--- src/design/assert_macros.svh ---
// Assertion macros shared by the sparse register file RTL.
// Included by the modules that carry concurrent checks; no other dependencies.
`ifndef ASSERT_MACROS_SVH
`define ASSERT_MACROS_SVH

// Property checked at every clock edge outside reset.
`define SPRF_ASSERT(name, clk, rst, prop, msg) \
   name: assert property (@(posedge clk) disable iff (rst) (prop)) \
      else $error(msg);

// When trig holds, prop must hold at the next edge.
`define SPRF_ASSERT_NEXT(name, clk, rst, trig, prop, msg) \
   name: assert property (@(posedge clk) disable iff (rst) (trig) |=> (prop)) \
      else $error(msg);

`endif

--- src/design/sprf_pkg.sv ---
// Shared types and constants for the sparse register file.
// No dependencies; imported by every module of the block but sprf_ram.
`timescale 1ns / 1ps

package sprf_pkg;

   localparam int ADDR_W = 32;
   localparam int DATA_W = 32;

   // Access kinds
   localparam logic REQ_READ  = 1'b0;
   localparam logic REQ_WRITE = 1'b1;

   // Result status codes
   localparam logic STATUS_OK   = 1'b0;
   localparam logic STATUS_FULL = 1'b1;

   // Request word
   typedef struct packed {
      logic              req_type;
      logic [ADDR_W-1:0] addr;
      logic [DATA_W-1:0] write_value;
   } sprf_req_type;

   // Response word
   typedef struct packed {
      logic [DATA_W-1:0] read_value;
      logic              status;
   } sprf_rsp_type;

   // Controller to datapath commands
   typedef struct packed {
      logic load;    // capture request, restart the scan
      logic issue;   // read the next filled entry
      logic commit;  // apply the write and load the response
   } sprf_cmd_type;

   // Datapath to controller status
   typedef struct packed {
      logic more;      // filled entries left to read
      logic pending;   // a read is in flight to the comparator
      logic found;     // a matching entry has been captured
      logic rsp_free;  // response register can take a word this cycle
   } sprf_stat_type;

endpackage

--- src/design/sprf_ctrl.sv ---
// Controller of the sparse register file: sequences accept, scan and
// commit of one access. Uses sprf_pkg.
`timescale 1ns / 1ps
`include "assert_macros.svh"

module sprf_ctrl
   import sprf_pkg::*;
(
   input  logic          clock,
   input  logic          reset,
   input  logic          req_valid,
   output logic          req_stall,
   input  sprf_stat_type stat,
   output sprf_cmd_type  cmd
);

   typedef enum logic [1:0] {
      ST_IDLE,
      ST_SCAN,
      ST_FINISH
   } state_type;

   state_type state_ff, state_in;
   logic      scan_done;

   // Scan ends on a captured hit or once every filled entry was compared
   assign scan_done = stat.found || (!stat.more && !stat.pending);

   // Commands
   always_comb begin
      cmd.load   = (state_ff == ST_IDLE) && req_valid;
      cmd.issue  = (state_ff == ST_SCAN) && stat.more && !stat.found;
      cmd.commit = (state_ff == ST_FINISH) && stat.rsp_free;
   end

   assign req_stall = (state_ff != ST_IDLE);

   // Next state
   always_comb begin
      state_in = state_ff;
      case (state_ff)
         ST_IDLE: begin
            if (req_valid) begin
               state_in = ST_SCAN;
            end
         end
         ST_SCAN: begin
            if (scan_done) begin
               state_in = ST_FINISH;
            end
         end
         ST_FINISH: begin
            if (stat.rsp_free) begin
               state_in = ST_IDLE;
            end
         end
         default: state_in = ST_IDLE;
      endcase
   end

   always_ff @(posedge clock) begin
      if (reset) begin
         state_ff <= ST_IDLE;
      end else begin
         state_ff <= state_in;
      end
   end

   `SPRF_ASSERT(a_load_clean, clock, reset, !cmd.load || !stat.pending,
      "new access while a compare is still in flight")
   `SPRF_ASSERT_NEXT(a_pending_src, clock, reset, !cmd.issue, !stat.pending,
      "compare stage valid without a read")
   `SPRF_ASSERT_NEXT(a_finish_hold, clock, reset,
      (state_ff == ST_FINISH) && !stat.rsp_free, state_ff == ST_FINISH,
      "access dropped while response register busy")

endmodule

--- config.mk ---
export PLATFORM = sky130hd
export DESIGN_NAME = sprf_ctrl
export DESIGN_NICKNAME = d
export VERILOG_FILES = /design/src/design/sprf_pkg.sv /design/src/design/sprf_ctrl.sv
export VERILOG_INCLUDE_DIRS = /design/src /design/src/design
export SDC_FILE = /design/constraint.sdc
export NUM_CORES = 1
export LEC_CHECK = 0
export ABC_AREA = 0
export ABC_CLOCK_PERIOD_IN_PS = 1000
export BUFFER_PORTS_ARGS = -buffer_cell sky130_fd_sc_hd__buf_2
export CAP_MARGIN = 20
export CORE_AREA = 5 5 42 44
export CTS_BUF_LIST = sky130_fd_sc_hd__clkbuf_2 sky130_fd_sc_hd__clkbuf_4 sky130_fd_sc_hd__clkbuf_8
export DETAILED_ROUTE_END_ITERATION = 10
export DIE_AREA = 0 0 47 49
export HOLD_SLACK_MARGIN = 0.05
export SETUP_SLACK_MARGIN = 0.02
export SYNTH_ARGS = -nofsm -noshare
export SYNTH_HDL_FRONTEND = slang
export SYNTH_SLANG_ARGS = --single-unit
export TNS_END_PERCENT = 1
--- constraint.sdc ---
create_clock -name clock -period 1 [get_ports clock]
set_input_delay 0.1 -clock clock [delete_from_list [all_inputs] [get_ports clock]]
set_output_delay 0.1 -clock clock [all_outputs]
set_load 0.02 [all_outputs]
==> flow_metrics.tcl <==
set metrics [dict create \
    arrival_ps 1020 \
    cts_root_buffer "clkbuf_4" \
    dp.cells 42 \
    hold_class "in2reg" \
    multi_input_area_um2 111 \
    hold_violations 0 \
    synth-seq-area-share 0.323 \
    cpPeakStageDelay_ps 350 \
    fin_tns_setup_ps -311 \
    largest_reg_flops 2 \
    ant_nets 0 \
    maxCapViolations 0 \
    antennaDiodeCount 0 \
    fin_area_um2 278 \
    drtIter0Drc 0 \
    power_density_mw_per_mm2 1350 \
    max_clock_freq_ghz 0.894 \
    drt-vias-per-instance 3.58 \
    gp_congestion 0.689 \
    postCtsSetupRepairBufs 0 \
    fp.dieArea_mm2 0.00230 \
    drt_wl_total_um 395 \
    fin_crit_sh 1.12 \
    worst-path-max-fanout 7 \
    regArea_um2 45.0 \
    fin_crit_ps 1120 \
    fin_util 0.198 \
    finalSetupViolCount 5 \
    fin_cells 45 \
    placed_cell_area_um2 215 \
    ios 11 \
    grt_overflow 0 \
    yosysTopAreaCell "dfxtp_1" \
    cts_buffer_depth 2 \
    worstSetupPathType "reg2out" \
    mostFrequentLayoutCell "buf_2" \
    crit_chain "or2_4 -> nor2_4 -> buf_6" \
    synth_area_leaders "dfxtp_1 (32%), nor2_1 (9.1%), nor4bb_1 (8.1%)" \
    start_util 0.0884 \
    synth_area_um2 124 \
    syn_nets 22 \
    top_regs "state_ff: 2 flops" \
    via_count 161 \
    fillers 167 \
    syn_area_per_cell_um2 8.26 \
    timing.final.ws_setup_ps -119 \
    holdWs_ps 198 \
    clk_pin_slew_worst_paths_ps 30 \
    violations "negative setup slack" \
    clock_sinks 2 \
    layout_common_cells "buf_2 (6), clkbuf_4 (3), buf_4 (3)" \
    cts_tree "built" \
    clock_latency_ps 220 \
    die_y_um 49 \
    critical-path-slowest-cell "dfxtp_4" \
    post-synth-top-area-fraction 0.323 \
    dr.pass1.iters 1 \
    nNetsFinal 38 \
    power.leakage_nw 0.121 \
    pre_cts_ws_ps -9.70 \
    relSlewSlack 0.865 \
    numCtsBuffers 3 \
    peakVddDrop_uv 204 \
    route.detailed.drc 0 \
    critPathLaunchType "flop" \
    core_area_mm2 0.00140 \
    largest_register "state_ff" \
    grt_pass1_wl_um 593 \
    hpwl_um 319 \
    ys_ff_latch 2 \
    final_layout_size_suffix_gt1_frac 0.724 \
    ys_warn_count 0 \
    critical_path_required_ps 900 \
    synth_cell_type_count 12 \
    syn_inst 15 \
    track_usage 0.0401 \
    grt_max_degree 8 \
    grt_pass1_vias 162 \
    drt-wirelength-per-cell_um 8.78 \
    synthToLayoutAreaGrowth_pct 124 \
    final_max_slew_viol_count 0 \
    htreeDepth 1 \
    cp-end-kind "output pin" \
    finalPower_uw 376 \
    rsz0062_at_grt "true" \
    row_count 14 \
    antenna_found_initial 0 \
    finClkSkew_ps 0.718 \
    numPortBuffers 10 \
    status "finished with violations" \
    hold_buffers 0 \
    die_w_um 47 \
    tightest_slew_ps 201 \
]
[kinds of logic (layout without fill, tap and decap cells)]
group	count (synthesis)	in the layout	synth area share
AO/OA/AOI/OAI	3	3	0.172
buffers and inverters	1	15	0.0303
flip-flops	2	2	0.323
AND/OR/NAND/NOR	9	9	0.475
[worst max-delay path: cells and delay by family, from the launching register on]
kind / cells / cell delay [ps]
simple gates: 2 / 330
buf+inv: 1 / 110
flops: 1 / 350
[synthesized netlist by cell type]
cell type / number
or2_2: 1
nand2_1: 1
nor4b_1: 1
or4b_1: 1
inv_1: 1
o21bai_1: 1
nor4bb_1: 1
o21ai_0: 1
dfxtp_1: 2
a31o_2: 1
or3b_1: 1
nor2_1: 3
[power breakdown]
part | leakage [nW] | total [mW] | internal (mW) | switching [mW]
combinational | 0.0892 | 0.103 | 0.0584 | 0.0441
sequential | 0.0175 | 0.0962 | 0.0865 | 0.00964
clock | 0.0138 | 0.177 | 0.132 | 0.0446
[layout make-up]
| cell class | instances | share of cell area |
|---|---|---|
| Clock buffer | 3 | 0.0811 |
| Timing Repair Buffer | 11 | 0.270 |
| Multi-Input combinational cell | 12 | 0.401 |
| Inverter | 1 | 0.0135 |
| Tap cell | 16 | 0.0721 |
| Sequential cell | 2 | 0.162 |
[path summary, 6_finish.rpt]
kind | cells after the start | from | endpoint | slack [ps]
worst min register to register | 1 | state_ff[0] | state_ff[1] | 530
worst min-delay path | 3 | reset | state_ff[0] | 200
worst max-delay path | 3 | state_ff[1] | cmd[2] | -120
worst max register to register | 2 | state_ff[1] | state_ff[0] | -10
[routing by layer]
layer	part of all wire	track usage	routed length [um]
met2	0.54	0.0543	212
met5	0	0	0
met1	0.30	0.0328	118
met3	0.16	0.0443	65
met4	0	0.0276	0
[repair_timing]
action / CTS / global route
resized for setup: 7 / 6
setup endpoints to repair: 6 / 6
pin swaps: 3 / 1
No activity file was read; power rests on OpenSTA's default activity.
